**src/rtl/core/h263_picture_header_parser_assert.svh**
```systemverilog
// Assertion macros for the picture header parser.
// Both sample on clk and are disabled while arst_n is low.
`ifndef H263_PICTURE_HEADER_PARSER_ASSERT_SVH
`define H263_PICTURE_HEADER_PARSER_ASSERT_SVH

// Whenever cond holds, check must hold in the same cycle.
`define H263PH_ASSERT_SAME(lbl, cond, check) \
	lbl: assert property (@(posedge clk) disable iff (!arst_n) (cond) |-> (check)) \
		else $error("h263 picture header parser: assertion failed");

// Whenever cond holds, check must hold in the next cycle.
`define H263PH_ASSERT_NEXT(lbl, cond, check) \
	lbl: assert property (@(posedge clk) disable iff (!arst_n) (cond) |=> (check)) \
		else $error("h263 picture header parser: assertion failed");

`endif

```
**src/rtl/core/h263ph_pkg.sv**
```systemverilog
package h263ph_pkg;

	typedef enum logic [4:0] {
		PH_IDLE  = 5'd0,
		PH_PSC   = 5'd1,
		PH_TR    = 5'd2,
		PH_PT1   = 5'd3,
		PH_PT2   = 5'd4,
		PH_PT3   = 5'd5,
		PH_PT4   = 5'd6,
		PH_PT6   = 5'd7,
		PH_FMT   = 5'd8,
		PH_INTRA = 5'd9,
		PH_UFEP  = 5'd10,
		PH_EFMT  = 5'd11,
		PH_PCF   = 5'd12,
		PH_UMV   = 5'd13,
		PH_SAC   = 5'd14,
		PH_AP    = 5'd15,
		PH_AIC   = 5'd16,
		PH_RPS   = 5'd17,
		PH_MQ    = 5'd18,
		PH_RSV4  = 5'd19,
		PH_MPT   = 5'd20,
		PH_RPR   = 5'd21,
		PH_RRU   = 5'd22,
		PH_RTYPE = 5'd23,
		PH_RSV3  = 5'd24,
		PH_CPM   = 5'd25,
		PH_PAR   = 5'd26,
		PH_EPAR  = 5'd27,
		PH_PWI   = 5'd28,
		PH_MARK  = 5'd29,
		PH_PHI   = 5'd30
	} phase_t;

	// Result codes; ST_MORE means the field was fine and parsing goes on.
	localparam logic [2:0] ST_OK       = 3'd0;
	localparam logic [2:0] ST_NO_PSC   = 3'd1;
	localparam logic [2:0] ST_BAD_BIT  = 3'd2;
	localparam logic [2:0] ST_BAD_FMT  = 3'd3;
	localparam logic [2:0] ST_BAD_TYPE = 3'd4;
	localparam logic [2:0] ST_MORE     = 3'd5;

	localparam logic [21:0] PSC_CODE = 22'h000020;

	typedef struct packed {
		logic [21:0] win;
		logic [4:0]  cnt;
		phase_t      phase;
		logic [2:0]  ufep;
		logic        cff;
		logic        intra;
		logic [11:0] pdw;
		logic [11:0] hw;
		logic [11:0] hh;
		logic [11:0] hdw;
		logic [10:0] hdh;
		logic        done;
		logic [2:0]  stat;
	} ph_state_t;

	function automatic logic [4:0] field_len(phase_t p);
		logic [4:0] n;
		case (p)
			PH_PSC:  n = 5'd22;
			PH_TR:   n = 5'd8;
			PH_FMT, PH_UFEP, PH_EFMT, PH_AIC, PH_RPS, PH_MPT, PH_RSV3: n = 5'd3;
			PH_RSV4, PH_PAR: n = 5'd4;
			PH_EPAR: n = 5'd16;
			PH_PWI, PH_PHI: n = 5'd9;
			PH_IDLE: n = 5'd0;
			default: n = 5'd1;
		endcase
		return n;
	endfunction

	function automatic logic [11:0] std_w(logic [2:0] f);
		logic [11:0] w;
		case (f)
			3'd1: w = 12'd128;
			3'd2: w = 12'd176;
			3'd3: w = 12'd352;
			3'd4: w = 12'd704;
			3'd5: w = 12'd1408;
			default: w = 12'd0;
		endcase
		return w;
	endfunction

	function automatic logic [10:0] std_h(logic [2:0] f);
		logic [10:0] h;
		case (f)
			3'd1: h = 11'd96;
			3'd2: h = 11'd144;
			3'd3: h = 11'd288;
			3'd4: h = 11'd576;
			3'd5: h = 11'd1152;
			default: h = 11'd0;
		endcase
		return h;
	endfunction

endpackage

```
**src/rtl/core/h263_picture_header_parser.sv**
```systemverilog
// H.263 picture header parser. Bytes of the coded stream arrive MSB first,
// one per request; a request with picture_start set restarts the parse at
// the first bit of its byte. The parser checks the picture start code, skips
// the temporal reference, checks PTYPE, and follows the PLUSPTYPE path with
// a custom picture format when the source format is 7. Exactly one result
// request is sent per header: on success, or at the first bit that fails,
// after which bytes are dropped until the next picture_start. Sizes that a
// header does not set keep the values from earlier headers. The block takes
// one byte per cycle: a byte sits in an input register, all eight bit steps
// of the parse run combinationally from there, and the result is registered
// in an output register when the byte leaves the input register. A stalled
// result holds up the input only while a byte waits in the input register
// and the output register is still full.
module h263_picture_header_parser (
	input  logic        clk,
	input  logic        arst_n,
	input  logic        in_valid,
	output logic        in_ready,
	input  logic [7:0]  stream_byte,
	input  logic        picture_start,
	output logic        out_valid,
	input  logic        out_ready,
	output logic        header_ok,
	output logic [2:0]  status,
	output logic [11:0] frame_width,
	output logic [11:0] frame_height,
	output logic [11:0] visible_width,
	output logic [10:0] visible_height,
	output logic        intra_picture
);
	import h263ph_pkg::*;

	logic        valid_s1;
	logic [7:0]  byte_s1;
	logic        start_s1;
	logic        advance;
	ph_state_t   st_q;
	ph_state_t   chain [9];
	logic        out_valid_q;

	assign advance  = valid_s1 && (!out_valid_q || out_ready);
	assign in_ready = !valid_s1 || advance;

	// Start of this byte's parse: the per-byte result flag is cleared, and a
	// picture start restarts the header fields but keeps the held sizes.
	always_comb begin
		chain[0]      = st_q;
		chain[0].done = 1'b0;
		chain[0].stat = ST_OK;
		if (start_s1) begin
			chain[0].win   = '0;
			chain[0].cnt   = '0;
			chain[0].phase = PH_PSC;
			chain[0].ufep  = '0;
			chain[0].cff   = 1'b0;
			chain[0].intra = 1'b0;
			chain[0].pdw   = '0;
		end
	end

	for (genvar g = 0; g < 8; g++) begin : g_bit
		h263ph_step u_step (
			.cur    (chain[g]),
			.bit_in (byte_s1[7-g]),
			.nxt    (chain[g+1])
		);
	end

	always_ff @(posedge clk or negedge arst_n) begin
		if (!arst_n) begin
			valid_s1    <= 1'b0;
			start_s1    <= 1'b0;
			st_q        <= '0;
			out_valid_q <= 1'b0;
		end else begin
			if (in_ready) begin
				valid_s1 <= in_valid;
				start_s1 <= picture_start;
			end
			if (advance && chain[8].done) out_valid_q <= 1'b1;
			else if (out_ready) out_valid_q <= 1'b0;
			if (advance) st_q <= chain[8];
		end
	end

	always_ff @(posedge clk) begin
		if (in_ready) byte_s1 <= stream_byte;
		if (advance && chain[8].done) begin
			header_ok      <= (chain[8].stat == ST_OK);
			status         <= chain[8].stat;
			frame_width    <= chain[8].hw;
			frame_height   <= chain[8].hh;
			visible_width  <= chain[8].hdw;
			visible_height <= chain[8].hdh;
			intra_picture  <= (chain[8].stat == ST_OK) && chain[8].intra;
		end
	end

	assign out_valid = out_valid_q;

`include "h263_picture_header_parser_assert.svh"

	`H263PH_ASSERT_SAME(a_ok_matches_status, out_valid, header_ok == (status == ST_OK))
	`H263PH_ASSERT_SAME(a_status_range, out_valid, status <= ST_BAD_TYPE)
	`H263PH_ASSERT_SAME(a_stall_cause, !in_ready, valid_s1 && out_valid_q && !out_ready)
	`H263PH_ASSERT_NEXT(a_idle_after_result, advance && chain[8].done, st_q.phase == PH_IDLE)

endmodule

```
**src/rtl/core/h263ph_step.sv**
```systemverilog
// One bit of the header parse: shifts the bit in and, when a field is
// complete, checks it and moves on to the next field.
module h263ph_step (
	input  h263ph_pkg::ph_state_t cur,
	input  logic                  bit_in,
	output h263ph_pkg::ph_state_t nxt
);
	import h263ph_pkg::*;

	logic [21:0] win;
	logic [4:0]  cnt;
	logic [2:0]  r;
	phase_t      nph;
	logic [9:0]  pwi_p1;
	logic [10:0] hdh_new;

	always_comb begin
		win     = {cur.win[20:0], bit_in};
		cnt     = cur.cnt + 5'd1;
		pwi_p1  = {1'b0, win[8:0]} + 10'd1;
		hdh_new = {win[8:0], 2'b00};
		r       = ST_MORE;
		nph     = (cur.phase == PH_PHI) ? PH_IDLE : phase_t'(cur.phase + 5'd1);
		nxt     = cur;
		if (!cur.done) begin
			if (cur.phase == PH_IDLE || cur.phase > PH_PHI) begin
				nxt.phase = PH_IDLE;
			end else if (cnt < field_len(cur.phase)) begin
				nxt.win = win;
				nxt.cnt = cnt;
			end else begin
				nxt.win = '0;
				nxt.cnt = '0;
				unique case (cur.phase)
					PH_PSC: if (win != PSC_CODE) r = ST_NO_PSC;
					PH_TR, PH_PCF, PH_AIC, PH_MQ, PH_RTYPE, PH_EPAR: ;
					PH_PT1: if (win[0] == 1'b0) r = ST_BAD_BIT;
					PH_PT2, PH_PT3, PH_PT4, PH_PT6, PH_UMV, PH_SAC, PH_AP, PH_RPS,
					PH_RPR, PH_RRU: begin
						if (win[2:0] != 3'd0) r = ST_BAD_BIT;
					end
					PH_FMT: begin
						if (win[2:0] == 3'd7) begin
							nph = PH_UFEP;
						end else if (win[2:0] == 3'd0 || win[2:0] == 3'd6) begin
							r = ST_BAD_FMT;
						end else begin
							nxt.hw  = std_w(win[2:0]);
							nxt.hh  = {1'b0, std_h(win[2:0])};
							nxt.hdw = std_w(win[2:0]);
							nxt.hdh = std_h(win[2:0]);
							nph     = PH_INTRA;
						end
					end
					PH_INTRA: begin
						nxt.intra = ~win[0];
						r         = ST_OK;
					end
					PH_UFEP: begin
						nxt.ufep = win[2:0];
						if (win[2:0] == 3'd1) nph = PH_EFMT;
						else if (win[2:0] == 3'd0) nph = PH_MPT;
						else r = ST_BAD_TYPE;
					end
					PH_EFMT: begin
						if (win[2:0] == 3'd6) begin
							nxt.cff = 1'b1;
						end else if (win[2:0] == 3'd0 || win[2:0] == 3'd7) begin
							r = ST_BAD_FMT;
						end else begin
							nxt.hw  = std_w(win[2:0]);
							nxt.hh  = {1'b0, std_h(win[2:0])};
							nxt.hdw = std_w(win[2:0]);
							nxt.hdh = std_h(win[2:0]);
						end
					end
					PH_RSV4: if (win[3:0] != 4'd8) r = ST_BAD_TYPE;
					PH_MPT: begin
						if (win[2:1] != 2'd0) r = ST_BAD_TYPE;
						else nxt.intra = ~win[0];
					end
					PH_RSV3: if (win[2:0] != 3'd1) r = ST_BAD_TYPE;
					PH_CPM: begin
						if (win[0]) r = ST_BAD_BIT;
						else if (cur.cff && cur.ufep == 3'd1) nph = PH_PAR;
						else r = ST_OK;
					end
					PH_PAR: begin
						if (win[3:0] == 4'd0) r = ST_BAD_FMT;
						else if (win[3:0] == 4'hF) nph = PH_EPAR;
						else nph = PH_PWI;
					end
					PH_PWI: nxt.pdw = {pwi_p1, 2'b00};
					PH_MARK: if (!win[0]) r = ST_BAD_BIT;
					PH_PHI: begin
						if (win[8:0] == 9'd0) begin
							r = ST_BAD_FMT;
						end else begin
							nxt.hdw = cur.pdw;
							nxt.hw  = (cur.pdw + 12'd15) & 12'hFF0;
							nxt.hdh = hdh_new;
							nxt.hh  = ({1'b0, hdh_new} + 12'd15) & 12'hFF0;
							r       = ST_OK;
						end
					end
					default: r = ST_BAD_TYPE;
				endcase
				if (r == ST_MORE) begin
					nxt.phase = nph;
				end else begin
					nxt.phase = PH_IDLE;
					nxt.done  = 1'b1;
					nxt.stat  = r;
				end
			end
		end
	end

endmodule
```
**config.mk**
```make
export PLATFORM = sky130hd
export DESIGN_NAME = h263_picture_header_parser
export DESIGN_NICKNAME = d
export VERILOG_FILES = /design/src/rtl/core/h263ph_pkg.sv /design/src/rtl/core/h263_picture_header_parser.sv /design/src/rtl/core/h263ph_step.sv
export VERILOG_INCLUDE_DIRS = /design/src /design/src/rtl/core
export SDC_FILE = /design/constraint.sdc
export NUM_CORES = 2
export LEC_CHECK = 0
export ABC_CLOCK_PERIOD_IN_PS = 66500
export BUFFER_PORTS_ARGS = -buffer_cell sky130_fd_sc_hd__buf_2
export CELL_PAD_IN_SITES_DETAIL_PLACEMENT = 1
export CELL_PAD_IN_SITES_GLOBAL_PLACEMENT = 1
export CORE_MARGIN = 3
export CORE_UTILIZATION = 40
export CTS_CLUSTER_SIZE = 8
export DETAILED_ROUTE_END_ITERATION = 10
export GPL_TIMING_DRIVEN = 0
export PLACE_DENSITY_LB_ADDON = 0.05
export SYNTH_ARGS = -nofsm -noshare
export SYNTH_HDL_FRONTEND = slang
export SYNTH_HIERARCHICAL = 1
export SYNTH_SLANG_ARGS = --single-unit
```
**constraint.sdc**
```tcl
create_clock -name clk -period 66.5 [get_ports clk]
set_input_delay 9.975 -clock clk [delete_from_list [all_inputs] [get_ports clk]]
set_output_delay 9.975 -clock clk [all_outputs]
set_load 0.05 [all_outputs]
```
==> summary.md <==
Detailed routing
- 0 — DRC violations left
- 7 — number of optimization iterations in the first detailed-route pass
- 29.7 um — wire length per cell after detailed routing
- 40000 — via count
- 4332 — First DRT Iteration DRCs
- 6.63 — mean number of vias per cell
- 179 mm — aggregate routed wire length
- 0 — number of antenna-violating nets in the routed design

Setup path
- register — sort of element at the start of the critical path
- 1.14 ns — longest individual stage delay on the worst path
- compound AO/OA/AOI/OAI gates — family with the most delay on the worst path
- 10 — largest driver fanout on the critical path
- 95 — Worst Reg-to-Reg Cells
- 31.76 ns — worst path arrival time
- 95 — Levels on crit path
- 15 — CP bufs+invs
- register — Critical Path Sink Type
- chain[838] — Reg2Reg Capture Point
- register to register — Worst Setup Path Type
- sky130_fd_sc_hd__ha_1 — cell occurring most often along the worst timing path
- 66.87 ns — WP data required
- 35.11 ns — slack of the worst reg-to-reg path
- start_s1 — reg-to-reg critical path startpoint
- sky130_fd_sc_hd__o31ai_1 — cell with the biggest individual delay on the critical path

Floorplanning
- 295 um — die width
- 67 — IO Pins
- 40.5% — Initial Util
- 0.0824 sq mm — core region area
- 295 um — die boundary height
- 105 — row count
- 0.0870 sq mm — die area

Place
- 66 — # port buffers
- 1.00 — routability-driven placement congestion ratio
- 34.66 ns — setup slack at placement
- 146 mm — half-perimeter wire length of the detailed placement result

Synth
- 6.89 sq um — Syn Area/Cell
- 4848 — count of mapped cells out of synthesis
- 0.0334 sq mm — area of the mapped netlist
- 6 — number of warnings reported in the yosys synthesis log

STA
- 0 — Setup Viol. Count Final
- no — RSZ-0062 raised after global routing
- 0 ns — Setup TNS Final
- 35.11 ns — worst setup margin
- 0 — Max Slew Vio Count
- 1.37 ns — slew at the pin closest to its max-slew limit
- 8.35% — worst relative slew slack
- 47.2% — share of the clock period used by the worst path after layout
- 0 — Final Hold Vio Count
- 31.39 ns — final period demand of the worst path
- 0.0463 ns — final clock skew
- 31.9 MHz — Max Fclk

GRT
- 38500 — vias in the first global route
- 0 — remaining global-route overflow
- 262 mm — global-route wire length before repair
- 39.9% — global-route usage over all layers
- 3 — number of antenna violations at the first check in global routing
- 67 — maximum number of pins on one net before global-route repair

Power
- 62.0% — switching share of power
- 0.535 mW — net switching component of the power
- 0.0000398 V — Worst IR Drop VDD
- 24.1 mW/mm^2 — total power per unit cell area
- 12.7% — fraction of power consumed by the clock network
- 0.328 mW — cell internal power dissipation
- 0.863 mW — total power draw
- 14.8% — register share of total power
- 72.4% — share of power burned in combinational logic
- 13.2 nW — Pleak

Clock tree
- done — CTS tree
- 0.08 ns — clock slew at the register clock pins of the worst setup and hold paths
- 2 — maximum clock insertion buffer count
- 158 — total number of clock tree sinks
- sky130_fd_sc_hd__clkbuf_16 — buffer type at the clock tree root
- 17 — TritonCTS Buffers
- 0 — Hold-fix buffers, CTS
- 0 — post-CTS setup buffer count
- 4 — H-tree depth
- 0 — quantity of gates resized following cts
- 0.52 ns — clock latency reported for the late side of the worst-skew pair

Final layout
- 11.4% — share of post-route cells with drive strength above 1
- 7.27% — P&R area growth vs syn
- 43.5% — final cell utilization of the core
- 5108 — Final #Nets

Hold path
- 1 — worst hold path cell count
- register to register — HP Class
- st_q[67] — hold endpoint
- st_q[67] — hold path startpoint

Flow run
- 0 — # Max-Cap Violations

Outcome
- complete, no violations — run status

[routing by layer]
layer	vias to the layer above	part of all wire (%)	global-route usage (%)	wire length, um
li1	17900	-	-	-
met1	19800	44	54.9	78600
met5	-	0.024	0	43
met3	398	7.1	4.99	12700
met2	1919	43	60.9	76700
met4	6	6.2	21.2	11100
[stage by stage]
stage | cells | area [sq um] | hold WS, ns
6_report | 6031 | 35800 | 0.500
5_1_grt | 6029 | 35800 | 0.516
4_1_cts | 6028 | 35800 | 0.503
3_5_place_dp | 5996 | 35200 | 0.486
3_3_place_gp | 5993 | 35100 | 0.479
2_1_floorplan | 4857 | 33400 | 0.471
[sequential cells by signal, indices dropped and copies added (netlist names), 3 cells and up]
signal          count
st_q               48
visible_width      12
visible_height     11
byte_s1             8
frame_width        12
frame_height       12
status              3
chain              47
[cell type report]
| type | count | area [sq um] |
|---|---|---|
| flip-flops and latches | 158 | 4250 |
| clock buffers | 17 | 425 |
| plain buffers | 388 | 1950 |
| well taps | 1070 | 1340 |
| diodes | 2 | 5.00 |
| repair buffers | 70 | 393 |
| inverters | 121 | 454 |
| fillers | 10800 | 46500 |
| multi-input cells | 4190 | 26800 |
| clock inverters | 15 | 194 |
[placed cells by master (no fill, tap or decap), types with 22 or more instances in the layout]
cell and instances:
sky130_fd_sc_hd__a211oi_1 29, sky130_fd_sc_hd__a21o_1 56, sky130_fd_sc_hd__a21oi_1 286, sky130_fd_sc_hd__a221oi_1 22
sky130_fd_sc_hd__a22o_1 129, sky130_fd_sc_hd__a22oi_1 34, sky130_fd_sc_hd__a31oi_1 44, sky130_fd_sc_hd__a32o_1 23
sky130_fd_sc_hd__and2_1 117, sky130_fd_sc_hd__and3_1 42, sky130_fd_sc_hd__buf_1 22, sky130_fd_sc_hd__buf_2 180
sky130_fd_sc_hd__buf_4 25, sky130_fd_sc_hd__buf_6 34, sky130_fd_sc_hd__clkbuf_1 192, sky130_fd_sc_hd__dfrtp_1 98
sky130_fd_sc_hd__edfxtp_1 60, sky130_fd_sc_hd__ha_1 149, sky130_fd_sc_hd__inv_1 119, sky130_fd_sc_hd__mux2_2 96
sky130_fd_sc_hd__mux2_4 43, sky130_fd_sc_hd__nand2_1 863, sky130_fd_sc_hd__nand2b_1 68, sky130_fd_sc_hd__nand3_1 202
sky130_fd_sc_hd__nand4_1 56, sky130_fd_sc_hd__nor2_1 282, sky130_fd_sc_hd__nor2b_1 129, sky130_fd_sc_hd__nor3_1 74
sky130_fd_sc_hd__nor4_1 42, sky130_fd_sc_hd__o211ai_1 45, sky130_fd_sc_hd__o21a_1 26, sky130_fd_sc_hd__o21ai_0 467
sky130_fd_sc_hd__o21ai_1 26, sky130_fd_sc_hd__o22ai_1 49, sky130_fd_sc_hd__o2bb2ai_1 51, sky130_fd_sc_hd__o31ai_1 49
sky130_fd_sc_hd__or3_1 25, sky130_fd_sc_hd__xnor2_1 92, sky130_fd_sc_hd__xor2_1 102
[worst max-delay path by stage]
stage / slack (ns) / from / endpoint
2_1_floorplan: 42.04 / start_s1 / frame_height[0]
3_3_place_gp: 31.24 / start_s1 / frame_width[0]
3_5_place_dp: 34.66 / start_s1 / frame_height[0]
4_1_cts: 34.62 / start_s1 / frame_height[0]
5_1_grt: 33.04 / start_s1 / frame_height[0]
6_report: 35.11 / start_s1 / chain[838]
[power groups by stage]
stage          logic (mW)  clock network (mW)  registers, mW
5_1_grt             0.664               0.115          0.129
4_1_cts             0.607               0.111          0.128
2_1_floorplan       0.363                   0          0.167
6_report            0.625               0.110          0.128
3_3_place_gp        0.593                   0          0.131
3_5_place_dp        0.604                   0          0.129
[worst reg2reg max path, delay by kind of cell, from the launching register on]
family | cells | cell delay, ns
DFF | 1 | 0.47
xor gates and xnor gates | 1 | 0.19
buffers and inverters | 15 | 4.58
and+or+nand+nor | 23 | 7.31
AOI/OAI and AO/OA | 40 | 13.52
adders and majority gates | 15 | 4.88
muxes | 1 | 0.32
(Power assumes the default switching activity.)
